**config.mk**
```make
export PLATFORM = sky130hd
export DESIGN_NAME = pcm_lane
export DESIGN_NICKNAME = d
export VERILOG_FILES = /design/src/rtl/phase_congruency_moments_defines.svh /design/src/rtl/pcm_pkg.sv /design/src/rtl/pcm_lane.sv
export SDC_FILE = /design/constraint.sdc
export NUM_CORES = 2
export LEC_CHECK = 0
export ABC_AREA = 1
export BUFFER_PORTS_ARGS = -buffer_cell sky130_fd_sc_hd__buf_2
export CAP_MARGIN = 20
export CORE_MARGIN = 3
export CORE_UTILIZATION = 40
export CTS_CLUSTER_SIZE = 12
export DETAILED_ROUTE_END_ITERATION = 12
export PLACE_DENSITY = 0.65
export SLEW_MARGIN = 10
export SYNTH_ARGS = -nofsm -noshare
export SYNTH_HDL_FRONTEND = slang
export SYNTH_SLANG_ARGS = --single-unit
```
**constraint.sdc**
```tcl
create_clock -name clk_i -period 16.1 [get_ports clk_i]
set_clock_uncertainty 0.1 [all_clocks]
set_input_delay 2.415 -clock clk_i [delete_from_list [all_inputs] [get_ports clk_i]]
set_output_delay 2.415 -clock clk_i [all_outputs]
set_load 0.02 [all_outputs]
```
**src/rtl/phase_congruency_moments_defines.svh**
```systemverilog
// Assertion macros for the phase congruency moment block.
// Used by rtl/phase_congruency_moments.sv; needs clk_i and rst_ni in scope.
`ifndef PHASE_CONGRUENCY_MOMENTS_DEFINES_SVH
`define PHASE_CONGRUENCY_MOMENTS_DEFINES_SVH
`ifndef SYNTH
`define PCM_ASSERT(lbl, prop) \
  lbl: assert property (@(posedge clk_i) disable iff (!rst_ni) prop) \
    else $error("assertion failed");
`define PCM_ASSERT_IMP(lbl, ante, cons) \
  `PCM_ASSERT(lbl, (ante) |-> (cons))
`else
`define PCM_ASSERT(lbl, prop)
`define PCM_ASSERT_IMP(lbl, ante, cons)
`endif
`endif

```
**src/rtl/pcm_pkg.sv**
```systemverilog
// Package for the phase congruency moment block: widths, trig and 1/N tables.
// No dependencies.
package pcm_pkg;

  localparam int unsigned NumOrient = 8;
  localparam int unsigned PcW       = 16;
  localparam int unsigned CntW      = 4;
  localparam int unsigned OIdxW     = 3;
  localparam int unsigned CoefW     = 18;
  localparam int unsigned RadW      = 44;
  localparam int unsigned RootW     = 22;
  localparam int unsigned SumW      = 22;
  localparam int unsigned SqrtStages = RadW / 2;
  // input accept to result strobe, in cycles
  localparam int unsigned PipeLat   = 8 + SqrtStages;

  localparam logic [CntW-1:0] CntReset = 4'd6;

  // cos/sin of o*pi/N in signed Q16, row N-1, column o
  localparam logic signed [CoefW-1:0] CosTab [NumOrient][NumOrient] = '{
    '{18'sd65536, 18'sd0, 18'sd0, 18'sd0, 18'sd0, 18'sd0, 18'sd0, 18'sd0},
    '{18'sd65536, 18'sd0, 18'sd0, 18'sd0, 18'sd0, 18'sd0, 18'sd0, 18'sd0},
    '{18'sd65536, 18'sd32768, -18'sd32768, 18'sd0, 18'sd0, 18'sd0, 18'sd0, 18'sd0},
    '{18'sd65536, 18'sd46341, 18'sd0, -18'sd46341, 18'sd0, 18'sd0, 18'sd0, 18'sd0},
    '{18'sd65536, 18'sd53020, 18'sd20252, -18'sd20252, -18'sd53020,
      18'sd0, 18'sd0, 18'sd0},
    '{18'sd65536, 18'sd56756, 18'sd32768, 18'sd0, -18'sd32768, -18'sd56756,
      18'sd0, 18'sd0},
    '{18'sd65536, 18'sd59046, 18'sd40861, 18'sd14583, -18'sd14583, -18'sd40861,
      -18'sd59046, 18'sd0},
    '{18'sd65536, 18'sd60547, 18'sd46341, 18'sd25080, 18'sd0, -18'sd25080,
      -18'sd46341, -18'sd60547}
  };

  localparam logic signed [CoefW-1:0] SinTab [NumOrient][NumOrient] = '{
    '{18'sd0, 18'sd0, 18'sd0, 18'sd0, 18'sd0, 18'sd0, 18'sd0, 18'sd0},
    '{18'sd0, 18'sd65536, 18'sd0, 18'sd0, 18'sd0, 18'sd0, 18'sd0, 18'sd0},
    '{18'sd0, 18'sd56756, 18'sd56756, 18'sd0, 18'sd0, 18'sd0, 18'sd0, 18'sd0},
    '{18'sd0, 18'sd46341, 18'sd65536, 18'sd46341, 18'sd0, 18'sd0, 18'sd0, 18'sd0},
    '{18'sd0, 18'sd38521, 18'sd62328, 18'sd62328, 18'sd38521, 18'sd0, 18'sd0, 18'sd0},
    '{18'sd0, 18'sd32768, 18'sd56756, 18'sd65536, 18'sd56756, 18'sd32768,
      18'sd0, 18'sd0},
    '{18'sd0, 18'sd28435, 18'sd51238, 18'sd63893, 18'sd63893, 18'sd51238,
      18'sd28435, 18'sd0},
    '{18'sd0, 18'sd25080, 18'sd46341, 18'sd60547, 18'sd65536, 18'sd60547,
      18'sd46341, 18'sd25080}
  };

  // round(2^16 / N), index N-1
  localparam logic [16:0] RecipTab [NumOrient] = '{
    17'd65536, 17'd32768, 17'd21845, 17'd16384,
    17'd13107, 17'd10923, 17'd9362, 17'd8192
  };

endpackage

```
**src/rtl/pcm_lane.sv**
```systemverilog
// One orientation lane: weights pc by cos/sin, forms rounded x*x, y*y, x*y.
// Depends on pcm_pkg. Two register stages.
module pcm_lane import pcm_pkg::*; (
  input  logic                    clk_i,
  input  logic [PcW-1:0]          pc_i,
  input  logic signed [CoefW-1:0] cos_i,
  input  logic signed [CoefW-1:0] sin_i,
  output logic [15:0]             x2_o,
  output logic [15:0]             y2_o,
  output logic signed [16:0]      xy_o
);

  logic [16:0] cmag, smag;
  logic [32:0] xprod, yprod;
  logic [15:0] xmag_d, ymag_d, xmag_q, ymag_q;
  logic        xneg_q, yneg_q;
  logic [31:0] xx, yy, xy;
  logic [15:0] xym;

  // stage A: x = pc*cos, y = pc*sin, rounded half away from zero
  always_comb begin
    cmag   = cos_i[CoefW-1] ? 17'(-cos_i) : cos_i[16:0];
    smag   = sin_i[CoefW-1] ? 17'(-sin_i) : sin_i[16:0];
    xprod  = ({17'd0, pc_i} * {16'd0, cmag}) + 33'd32768;
    yprod  = ({17'd0, pc_i} * {16'd0, smag}) + 33'd32768;
    xmag_d = xprod[31:16];
    ymag_d = yprod[31:16];
  end

  always_ff @(posedge clk_i) begin
    xmag_q <= xmag_d;
    ymag_q <= ymag_d;
    xneg_q <= cos_i[CoefW-1];
    yneg_q <= sin_i[CoefW-1];
  end

  // stage B: products rounded to Q16
  always_comb begin
    xx  = 32'(xmag_q * xmag_q) + 32'd32768;
    yy  = 32'(ymag_q * ymag_q) + 32'd32768;
    xy  = 32'(xmag_q * ymag_q) + 32'd32768;
    xym = xy[31:16];
  end

  always_ff @(posedge clk_i) begin
    x2_o <= xx[31:16];
    y2_o <= yy[31:16];
    xy_o <= (xneg_q ^ yneg_q) ? -$signed({1'b0, xym}) : $signed({1'b0, xym});
  end

endmodule

```
==> results_dict.tcl <==
set metrics [dict create \
    globalRouteMet2Util 0.344 \
    rsz0062_at_grt "false" \
    drt_iter0_drc 1915 \
    holdPathStages 4 \
    fin_crit_sh 0.579 \
    drv_slew 0 \
    antenna_found_initial 0 \
    whs_ns 0.724 \
    ff2ff_setup_slack_ns 9.08 \
    async_reset_ff_frac 0 \
    drive_above_1_share 0.0342 \
    first_pass_iters 6 \
    hp-start "yneg_q" \
    core_area_sq_um 111000 \
    cts-buffers-inserted 9 \
    clock_latency_ns 0.41 \
    synth-seq-area-share 0.0372 \
    hold_class "register to register" \
    required_ns 16.28 \
    start_util 0.404 \
    start_kind "input port" \
    hpwl_um 91500 \
    grtUsageTotal 0.197 \
    r2r_start "xmag_q[13]" \
    max_slew.worst_pin.slew_ns 1.11 \
    ys_types 47 \
    cp_max_fo 17 \
    r2r_end "xy_o[16]" \
    ios 102 \
    status "finished clean" \
    area.sequential_sq_um 1660 \
    ant_nets 0 \
    fmax_ghz 0.107 \
    syn_to_final_growth_pct 5.06 \
    final_nets 7302 \
    postCtsSetupBuffers 0 \
    finalSetupViolations 0 \
    vias_per_cell 4.79 \
    min_period_ns 9.32 \
    fillerInstances 11300 \
    die_x_um 340 \
    die-area_sq_um 116000 \
    cts-hold-fix-buffers 0 \
    yosys_warnings 0 \
    relSlewSlack 0.262 \
    gp_congestion 0.908 \
    grt_pass1_wl_um 186000 \
    drc 0 \
    syn_area_per_cell_sq_um 7.73 \
    synth_seq_cells 83 \
    critPathMaxStageDelay_ns 0.79 \
    crit_type "input port to register" \
    cts_root_buf "clkbuf_16" \
    wl_per_cell_um 15.3 \
    grt_busiest_layer "met2" \
    synth_top_flop_cell "dfxtp_1" \
    ff2ff_path_depth 30 \
    clkTransAtPathRegs_ns 0.10 \
    grt_pass1_vias 37100 \
    syn-num-nets 7328 \
    slowest_stage "xor2_1" \
    io_buffers 101 \
    cts.sinks 83 \
    wirelength_um 111000 \
    grt_max_degree 35 \
    die_h_um 340 \
    hold_viol_final 0 \
    whs_endpoint "xy_o[2]" \
    met3_usage 0.0231 \
    synth_cells 5784 \
    row_count 122 \
    critPathCaptureType "register" \
    finalSetupTns_ns 0 \
    overflow 0 \
    cts_resized 0 \
    synth_edf_count 0 \
    vias 34800 \
    tritoncts "built" \
    cp_data_arrival_time_ns 9.50 \
    h-tree-depth 3 \
    met1_usage 0.256 \
    cap_violations 0 \
    clockBufferDepth 2 \
    multi_input_area_sq_um 35800 \
    path_common_cell "inv_1" \
    syn-cell-area_sq_um 44700 \
]
[cell type report]
| type | instances | area share |
|---|---|---|
| Antenna cell | 1 | 0.0000533 |
| Clock buffer | 10 | 0.00487 |
| Clock inverter | 6 | 0.00152 |
| Inverter | 1756 | 0.140 |
| Multi-Input combinational cell | 3773 | 0.762 |
| Sequential cell | 83 | 0.0354 |
| Tap cell | 1488 | 0.0396 |
| Timing Repair Buffer | 135 | 0.0162 |
[worst max-delay path by stage]
| stage | start | to | cells past startpoint |
|---|---|---|---|
| floorplan | cos_i[0] | xmag_q[14] | 33 |
| detailed placement | cos_i[0] | xmag_q[9] | 31 |
| CTS | cos_i[0] | xmag_q[9] | 31 |
| finish | cos_i[0] | xmag_q[9] | 31 |
| global placement | cos_i[0] | xmag_q[9] | 31 |
| global route | cos_i[0] | xmag_q[11] | 33 |
[cell usage in the layout (no fill, tap or decap), drive strengths merged, types with 4 or more instances in the layout]
cell	count
xor2	64
ha	562
fa	929
nor2	391
or2	16
clkbuf	10
o211ai	6
nand2	1249
nand3	89
nor3	39
inv	1752
o21bai	8
a21boi	4
a21o	14
xnor2	45
nand3b	10
nor4	9
o21a	15
clkinv	7
a21oi	164
o21ai	101
a31oi	11
dfxtp	83
buf	135
nand4	32
[metal layers]
layer	wire, um	vias to the layer above
li1	-	16600
met1	47600	17000
met2	53700	962
met3	6080	180
met4	3290	0
met5	0	-
[cell usage after synthesis, types with 3 or more instances]
cell type	number	area (sq um)
a21boi_0	4	30.0
a21o_1	14	105
a21oi_1	164	821
a221oi_1	3	26.3
a31oi_1	11	68.8
buf_1	4	15.0
buf_2	8	40.0
clkbuf_1	157	589
clkinv_1	7	26.3
dfxtp_1	83	1660
fa_1	929	18600
ha_1	562	7030
inv_1	1743	6540
inv_2	6	22.5
nand2_1	1238	4650
nand2_2	9	56.3
nand3_1	87	435
nand3b_1	10	75.1
nand4_1	32	200
nor2_1	386	1450
nor2_2	4	25.0
nor3_1	35	175
nor3_2	4	40.0
nor4_1	9	56.3
o211ai_1	6	45.0
o21a_1	15	113
o21ai_0	97	485
o21bai_1	8	60.1
o31ai_1	3	22.5
or2_2	15	93.8
xnor2_1	45	394
xor2_1	63	552
[registers in the layout, summed over array words and instances (netlist names)]
name,flops
x2_o,16
yneg_q,1
xmag_q,16
xneg_q,1
ymag_q,16
y2_o,16
xy_o,17
[through the flow]
step	cells	setup slack, ns	util	instance area [sq um]
2_1_floorplan	5784	7.18	-	44700
3_3_place_gp	7235	6.47	0.421	46700
5_1_grt	7251	6.26	0.424	47000
3_5_place_dp	7235	6.41	0.421	46700
6_report	7252	6.78	0.424	47000
4_1_cts	7251	6.84	0.424	47000
[worst max-delay path, delay by kind of cell]
kind                     cells  cell delay, ns
AO/OA/AOI/OAI                5            0.84
AND/OR/NAND/NOR              6            0.89
buffers and inverters       10            1.09
adder cells (fa/ha/maj)      8            3.31
XOR/XNOR                     2            0.94
[cell families (layout without fill, tap and decap cells)]
logic type / count (synthesis) / count (layout) / share of synthesized area
xor+xnor: 109 / 109 / 0.0218
compound gates: 335 / 335 / 0.0418
other cells: 0 / 1 / 0
fa+ha+maj: 1491 / 1491 / 0.573
flops: 83 / 83 / 0.0372
buf+inv: 1928 / 1907 / 0.162
simple gates: 1838 / 1838 / 0.164
Power is not shown: default switching activity piles up to over one toggle a cycle in this logic, so the estimate is an artifact.
