$ cat src/rtl/phase_congruency_moments_defines.svh
// Assertion macros for the phase congruency moment block.
// Used by rtl/phase_congruency_moments.sv; needs clk_i and rst_ni in scope.
`ifndef PHASE_CONGRUENCY_MOMENTS_DEFINES_SVH
`define PHASE_CONGRUENCY_MOMENTS_DEFINES_SVH
`ifndef SYNTH
`define PCM_ASSERT(lbl, prop) \
  lbl: assert property (@(posedge clk_i) disable iff (!rst_ni) prop) \
    else $error("assertion failed");
`define PCM_ASSERT_IMP(lbl, ante, cons) \
  `PCM_ASSERT(lbl, (ante) |-> (cons))
`else
`define PCM_ASSERT(lbl, prop)
`define PCM_ASSERT_IMP(lbl, ante, cons)
`endif
`endif

$ cat src/rtl/pcm_pkg.sv
// Package for the phase congruency moment block: widths, trig and 1/N tables.
// No dependencies.
package pcm_pkg;

  localparam int unsigned NumOrient = 8;
  localparam int unsigned PcW       = 16;
  localparam int unsigned CntW      = 4;
  localparam int unsigned OIdxW     = 3;
  localparam int unsigned CoefW     = 18;
  localparam int unsigned RadW      = 44;
  localparam int unsigned RootW     = 22;
  localparam int unsigned SumW      = 22;
  localparam int unsigned SqrtStages = RadW / 2;
  // input accept to result strobe, in cycles
  localparam int unsigned PipeLat   = 8 + SqrtStages;

  localparam logic [CntW-1:0] CntReset = 4'd6;

  // cos/sin of o*pi/N in signed Q16, row N-1, column o
  localparam logic signed [CoefW-1:0] CosTab [NumOrient][NumOrient] = '{
    '{18'sd65536, 18'sd0, 18'sd0, 18'sd0, 18'sd0, 18'sd0, 18'sd0, 18'sd0},
    '{18'sd65536, 18'sd0, 18'sd0, 18'sd0, 18'sd0, 18'sd0, 18'sd0, 18'sd0},
    '{18'sd65536, 18'sd32768, -18'sd32768, 18'sd0, 18'sd0, 18'sd0, 18'sd0, 18'sd0},
    '{18'sd65536, 18'sd46341, 18'sd0, -18'sd46341, 18'sd0, 18'sd0, 18'sd0, 18'sd0},
    '{18'sd65536, 18'sd53020, 18'sd20252, -18'sd20252, -18'sd53020,
      18'sd0, 18'sd0, 18'sd0},
    '{18'sd65536, 18'sd56756, 18'sd32768, 18'sd0, -18'sd32768, -18'sd56756,
      18'sd0, 18'sd0},
    '{18'sd65536, 18'sd59046, 18'sd40861, 18'sd14583, -18'sd14583, -18'sd40861,
      -18'sd59046, 18'sd0},
    '{18'sd65536, 18'sd60547, 18'sd46341, 18'sd25080, 18'sd0, -18'sd25080,
      -18'sd46341, -18'sd60547}
  };

  localparam logic signed [CoefW-1:0] SinTab [NumOrient][NumOrient] = '{
    '{18'sd0, 18'sd0, 18'sd0, 18'sd0, 18'sd0, 18'sd0, 18'sd0, 18'sd0},
    '{18'sd0, 18'sd65536, 18'sd0, 18'sd0, 18'sd0, 18'sd0, 18'sd0, 18'sd0},
    '{18'sd0, 18'sd56756, 18'sd56756, 18'sd0, 18'sd0, 18'sd0, 18'sd0, 18'sd0},
    '{18'sd0, 18'sd46341, 18'sd65536, 18'sd46341, 18'sd0, 18'sd0, 18'sd0, 18'sd0},
    '{18'sd0, 18'sd38521, 18'sd62328, 18'sd62328, 18'sd38521, 18'sd0, 18'sd0, 18'sd0},
    '{18'sd0, 18'sd32768, 18'sd56756, 18'sd65536, 18'sd56756, 18'sd32768,
      18'sd0, 18'sd0},
    '{18'sd0, 18'sd28435, 18'sd51238, 18'sd63893, 18'sd63893, 18'sd51238,
      18'sd28435, 18'sd0},
    '{18'sd0, 18'sd25080, 18'sd46341, 18'sd60547, 18'sd65536, 18'sd60547,
      18'sd46341, 18'sd25080}
  };

  // round(2^16 / N), index N-1
  localparam logic [16:0] RecipTab [NumOrient] = '{
    17'd65536, 17'd32768, 17'd21845, 17'd16384,
    17'd13107, 17'd10923, 17'd9362, 17'd8192
  };

endpackage

$ cat src/rtl/pcm_isqrt.sv
// Pipelined integer square root, one result bit per stage, with sideband sum.
// Depends on pcm_pkg.
module pcm_isqrt import pcm_pkg::*; (
  input  logic             clk_i,
  input  logic             rst_ni,
  input  logic             valid_i,
  input  logic [RadW-1:0]  rad_i,
  input  logic [SumW-1:0]  sum_i,
  output logic             valid_o,
  output logic [RootW-1:0] root_o,
  output logic [SumW-1:0]  sum_o
);

  logic [RootW:0]   rem_q  [SqrtStages];
  logic [RootW-1:0] root_q [SqrtStages];
  logic [RadW-1:0]  rad_q  [SqrtStages];
  logic [SumW-1:0]  sum_q  [SqrtStages];
  logic [SqrtStages-1:0] vld_q;

  for (genvar k = 0; k < SqrtStages; k++) begin : g_stage
    logic [RootW:0]   rem_in, rem_d;
    logic [RootW-1:0] root_in, root_d;
    logic [RadW-1:0]  rad_in;
    logic [SumW-1:0]  sum_in;
    logic             vld_in;
    logic [RootW+2:0] r2, t;

    if (k == 0) begin : g_first
      assign rem_in  = '0;
      assign root_in = '0;
      assign rad_in  = rad_i;
      assign sum_in  = sum_i;
      assign vld_in  = valid_i;
    end else begin : g_next
      assign rem_in  = rem_q[k-1];
      assign root_in = root_q[k-1];
      assign rad_in  = rad_q[k-1];
      assign sum_in  = sum_q[k-1];
      assign vld_in  = vld_q[k-1];
    end

    // trial subtract of (root<<2)|1
    always_comb begin
      r2 = {rem_in, rad_in[RadW-1 -: 2]};
      t  = {1'b0, root_in, 2'b01};
      if (r2 >= t) begin
        rem_d  = (RootW+1)'(r2 - t);
        root_d = {root_in[RootW-2:0], 1'b1};
      end else begin
        rem_d  = r2[RootW:0];
        root_d = {root_in[RootW-2:0], 1'b0};
      end
    end

    always_ff @(posedge clk_i) begin
      rem_q[k]  <= rem_d;
      root_q[k] <= root_d;
      rad_q[k]  <= {rad_in[RadW-3:0], 2'b00};
      sum_q[k]  <= sum_in;
    end

    always_ff @(posedge clk_i or negedge rst_ni) begin
      if (!rst_ni) begin
        vld_q[k] <= 1'b0;
      end else begin
        vld_q[k] <= vld_in;
      end
    end
  end

  assign valid_o = vld_q[SqrtStages-1];
  assign root_o  = root_q[SqrtStages-1];
  assign sum_o   = sum_q[SqrtStages-1];

endmodule

$ cat config.mk
export PLATFORM = sky130hd
export DESIGN_NAME = pcm_isqrt
export DESIGN_NICKNAME = d
export VERILOG_FILES = /design/src/rtl/phase_congruency_moments_defines.svh /design/src/rtl/pcm_pkg.sv /design/src/rtl/pcm_isqrt.sv
export SDC_FILE = /design/constraint.sdc
export NUM_CORES = 2
export LEC_CHECK = 0
export BUFFER_PORTS_ARGS = -buffer_cell sky130_fd_sc_hd__buf_2
export CAP_MARGIN = 20
export CORE_MARGIN = 3
export CORE_UTILIZATION = 66
export DETAILED_ROUTE_END_ITERATION = 7
export GPL_TIMING_DRIVEN = 0
export PLACE_DENSITY = 0.91
export SLEW_MARGIN = 5
export SYNTH_ARGS = -nofsm -noshare
export SYNTH_HDL_FRONTEND = slang
export SYNTH_SLANG_ARGS = --single-unit
$ cat constraint.sdc
create_clock -name clk_i -period 6.7 [get_ports clk_i]
set_input_delay 1.005 -clock clk_i [delete_from_list [all_inputs] [get_ports clk_i]]
set_output_delay 1.005 -clock clk_i [all_outputs]
set_load 0.02 [all_outputs]
==> metrics.yaml <==
fin_total_pwr_mw: 24.3
share_of_final_layout_standard_cells_stronger_than_drive_strength_1: 0.0947
asyncSetResetFlopFracSynth: 0.0131
area_share_of_and_or_nand_nor_cells_after_synthesis: 0.0962
final_critical_delay_including_setup_and_external_delays_ns: 3.78
worstSetupEndpointType: "register"
detail_route.iter0.violations: 2139
io_pins: 114
tightestPinTransition_ns: 1.03
drt_drc_violations_left: 0
synth.area.mux_share: 0.0118
synth.ff_latch_count: 1675
antenna_found_initial: 0
ys_top_cells_by_area: "sky130_fd_sc_hd__dfxtp_1, sky130_fd_sc_hd__ha_1, sky130_fd_sc_hd__xnor2_1"
run_status: "finished clean"
maxSlewHeadroom: 0.312
final-setup-viol-count: 0
place_congestion: 0.973
worstPathBufferInverterCount: 2
place.port_buffers: 113
grt_pass1_wl_mm: 165
worstHoldPathType: "in2async"
postLayoutCellArea_mm2: 0.0596
floorplan.rows: 102
drt_first_pass_iters: 8
cts.reportedPaths.clkPinSlew_ns: 0.06
grt_overflow_total: 0
start_kind: "register"
most_common_library_cell_in_the_layout_ignoring_fill_and_taps: "sky130_fd_sc_hd__dfxtp_1"
combined_area_of_the_multi_input_logic_cells_mm2: 0.0172
layout-area-overhead-vs-synth_pct: 13.7
grt_max_degree: 23
yosysWarningCount: 0
critical_path_class: "reg2reg"
path_cells: "inv_1 -> ha_1 -> o21ai_0 -> a211oi_1 -> a2111o_1 -> a31oi_1 -> o211a_1 -> clkbuf_1 -> or2_2 -> a2111o_1 -> xnor2_1"
dominant_combinational_cell_family_by_area_after_synthesis: "simple AND/OR/NAND/NOR gates"
register_area_mm2: 0.0336
ir_worst_vdd_v: 0.000295
layout_worst_path_cycle_share: 0.564
max-clock-path-buffers: 3
tritoncts_num_sinks: 1675
htree_levels: 4
ant_nets: 0
crit_fanout: 9
wl_mm: 102
cts_resized: 0
synth_compound_area_frac: 0.0951
biggest_area_consumer_among_synthesized_cells: "sky130_fd_sc_hd__dfxtp_1"
cpMaxStageDelayCell: "sky130_fd_sc_hd__a211oi_1"
coreArea_mm2: 0.0781
syn_inst: 4570
power.density_mw_per_mm2: 408
vertical_extent_of_the_die_um: 288
synth-main-ff-cell: "sky130_fd_sc_hd__dfxtp_1"
synth_enable_flop_cells: 0
cts_root_buffer: "sky130_fd_sc_hd__clkbuf_16"
setup_repair_bufs_after_cts: 0
die_width_um: 288
clock_insertion_delay_worst_skew_ns: 0.73
grt.total_usage: 0.245
hold_violations: 0
leakagePower_nw: 27.7
synth_fa_ha_area_frac: 0.0658
filler_cell_count: 4600
cts_made_buffers: 153
fmax_mhz: 265
crit_top_cell: "sky130_fd_sc_hd__a2111o_1"
grt_pass1_vias: 34277
initial_utilization: 0.671
worst_ep_arrival_time_ns: 4.39
viasPerCell: 5.50
clock_skew_ns: 0.0274
finish.net_count: 5186
syn_nets: 4915
tns_ns: 0
timing.final.max_slew_violations: 0
worst_path_dominant_cell_family: "compound AO/OA/AOI/OAI gates"
synthDominantCellAreaShare: 0.631
route.detailed.wl_per_inst_um: 16.9
cpPeakStageDelay_ns: 0.76
number_of_buffers_added_to_fix_hold_violations_after_cts: 0
ys_types: 89
antenna-diode-count: 0
dp.final_hpwl_mm: 66.3
routed-via-count: 33013
maxCapViolations: 0
grt_setup_unrepaired: "false"
mappedNetlistArea_mm2: 0.0524
dieArea_mm2: 0.0829
timing.critical_path.required_ns: 7.31
top_library_cells_by_usage_in_the_layout_fill_and_taps_aside: "sky130_fd_sc_hd__dfxtp_1, sky130_fd_sc_hd__inv_1, sky130_fd_sc_hd__ha_1, sky130_fd_sc_hd__nand2_1, sky130_fd_sc_hd__a21oi_1"
synthesis.area_per_instance_um2: 11.5
tritoncts: "yes"
yosysSeqAreaShare: 0.641
xor_and_xnor_area_share_after_synthesis: 0.0584
detailed_place.area_mm2: 0.0543
==> cells in the mapped netlist (21+ instances only) <==
library cell and n:
sky130_fd_sc_hd__dfxtp_1 1653, sky130_fd_sc_hd__inv_1 362, sky130_fd_sc_hd__ha_1 276, sky130_fd_sc_hd__nand2_1 238, sky130_fd_sc_hd__a21oi_1 233, sky130_fd_sc_hd__nor2_1 231, sky130_fd_sc_hd__xnor2_1 223, sky130_fd_sc_hd__o21ai_0 180
sky130_fd_sc_hd__xor2_1 125, sky130_fd_sc_hd__nor3_1 94, sky130_fd_sc_hd__a21o_1 83, sky130_fd_sc_hd__nand3_1 73, sky130_fd_sc_hd__o21a_1 69, sky130_fd_sc_hd__nand4_1 55, sky130_fd_sc_hd__clkbuf_1 54, sky130_fd_sc_hd__nand2b_1 54
sky130_fd_sc_hd__mux2_2 44, sky130_fd_sc_hd__or3_1 42, sky130_fd_sc_hd__nor2b_1 39, sky130_fd_sc_hd__nor4_1 37, sky130_fd_sc_hd__o31ai_1 32, sky130_fd_sc_hd__and3_1 25, sky130_fd_sc_hd__or4_1 23, sky130_fd_sc_hd__a31oi_1 22
sky130_fd_sc_hd__dfrtp_1 22, sky130_fd_sc_hd__or2_2 22, sky130_fd_sc_hd__a211oi_1 21
==> through the flow <==
step                      hold slack [ns]   util  instances  setup slack [ns]
after floorplan                     0.310      -       4570              3.85
after global placement              0.309  0.695       5723              3.01
after detailed placement            0.312  0.696       5724              2.97
after CTS                           0.197  0.763       6002              2.90
after global routing                0.225  0.763       6004              2.68
final                               0.222  0.763       6004              2.92
==> metal layers <==
metal  vias to the layer above  wire length, µm  track usage
met5                         -                0            0
met2                      1103            52800        0.455
li1                      16041                -            -
met4                         0             5600        0.141
met1                     15470            38500        0.259
met3                       399             4800       0.0451
==> flip-flops by register name, indices dropped and copies added (netlist names) <==
name            cells
g_stage.vld_in     21
rad_q             462
rem_q             454
root_q            253
sum_q             484
valid_o             1
==> final cells by class <==
class,count,area share
Tap cell,1040,0.0218
Clock buffer,218,0.0743
Sequential cell,1675,0.564
Inverter,363,0.0229
Clock inverter,60,0.0144
Buffer,66,0.00453
Multi-Input combinational cell,2466,0.288
Timing Repair Buffer,116,0.00984
==> power by group <==
part	internal, mW	switching (mW)	leakage [nW]
clock	5.14	3.70	2.59
sequential	11.3	0.828	14.1
combinational	1.55	1.82	10.9
total	18.0	6.34	27.7
==> cells by family (layout without fill, tap and decap cells) <==
group / Yosys count / in the layout
other: 1 / 1
flip-flops: 1675 / 1675
AO/OA/AOI/OAI: 785 / 785
buffers and inverters: 429 / 823
AND/OR/NAND/NOR: 999 / 999
multiplexers: 56 / 56
XOR/XNOR: 349 / 349
adder cells (fa/ha/maj): 276 / 276
==> path summary, 6_finish.rpt <==
check                               from                 end  slack, ns  cells past startpoint
max                         root_q[2][0]        rem_q[2][43]       2.92                     11
min                               rst_ni  g_stage[13].vld_in       0.22                      1
max reg2reg                 root_q[2][0]        rem_q[2][43]       2.92                     11
min reg2reg                sum_q[1][120]       sum_q[1][142]       0.31                      0
max in group asynchronous         rst_ni   g_stage[2].vld_in       6.14                      1
min in group clk_i         sum_q[1][120]       sum_q[1][142]       0.31                      0
Note: power is estimated with default switching activity, not from simulation.
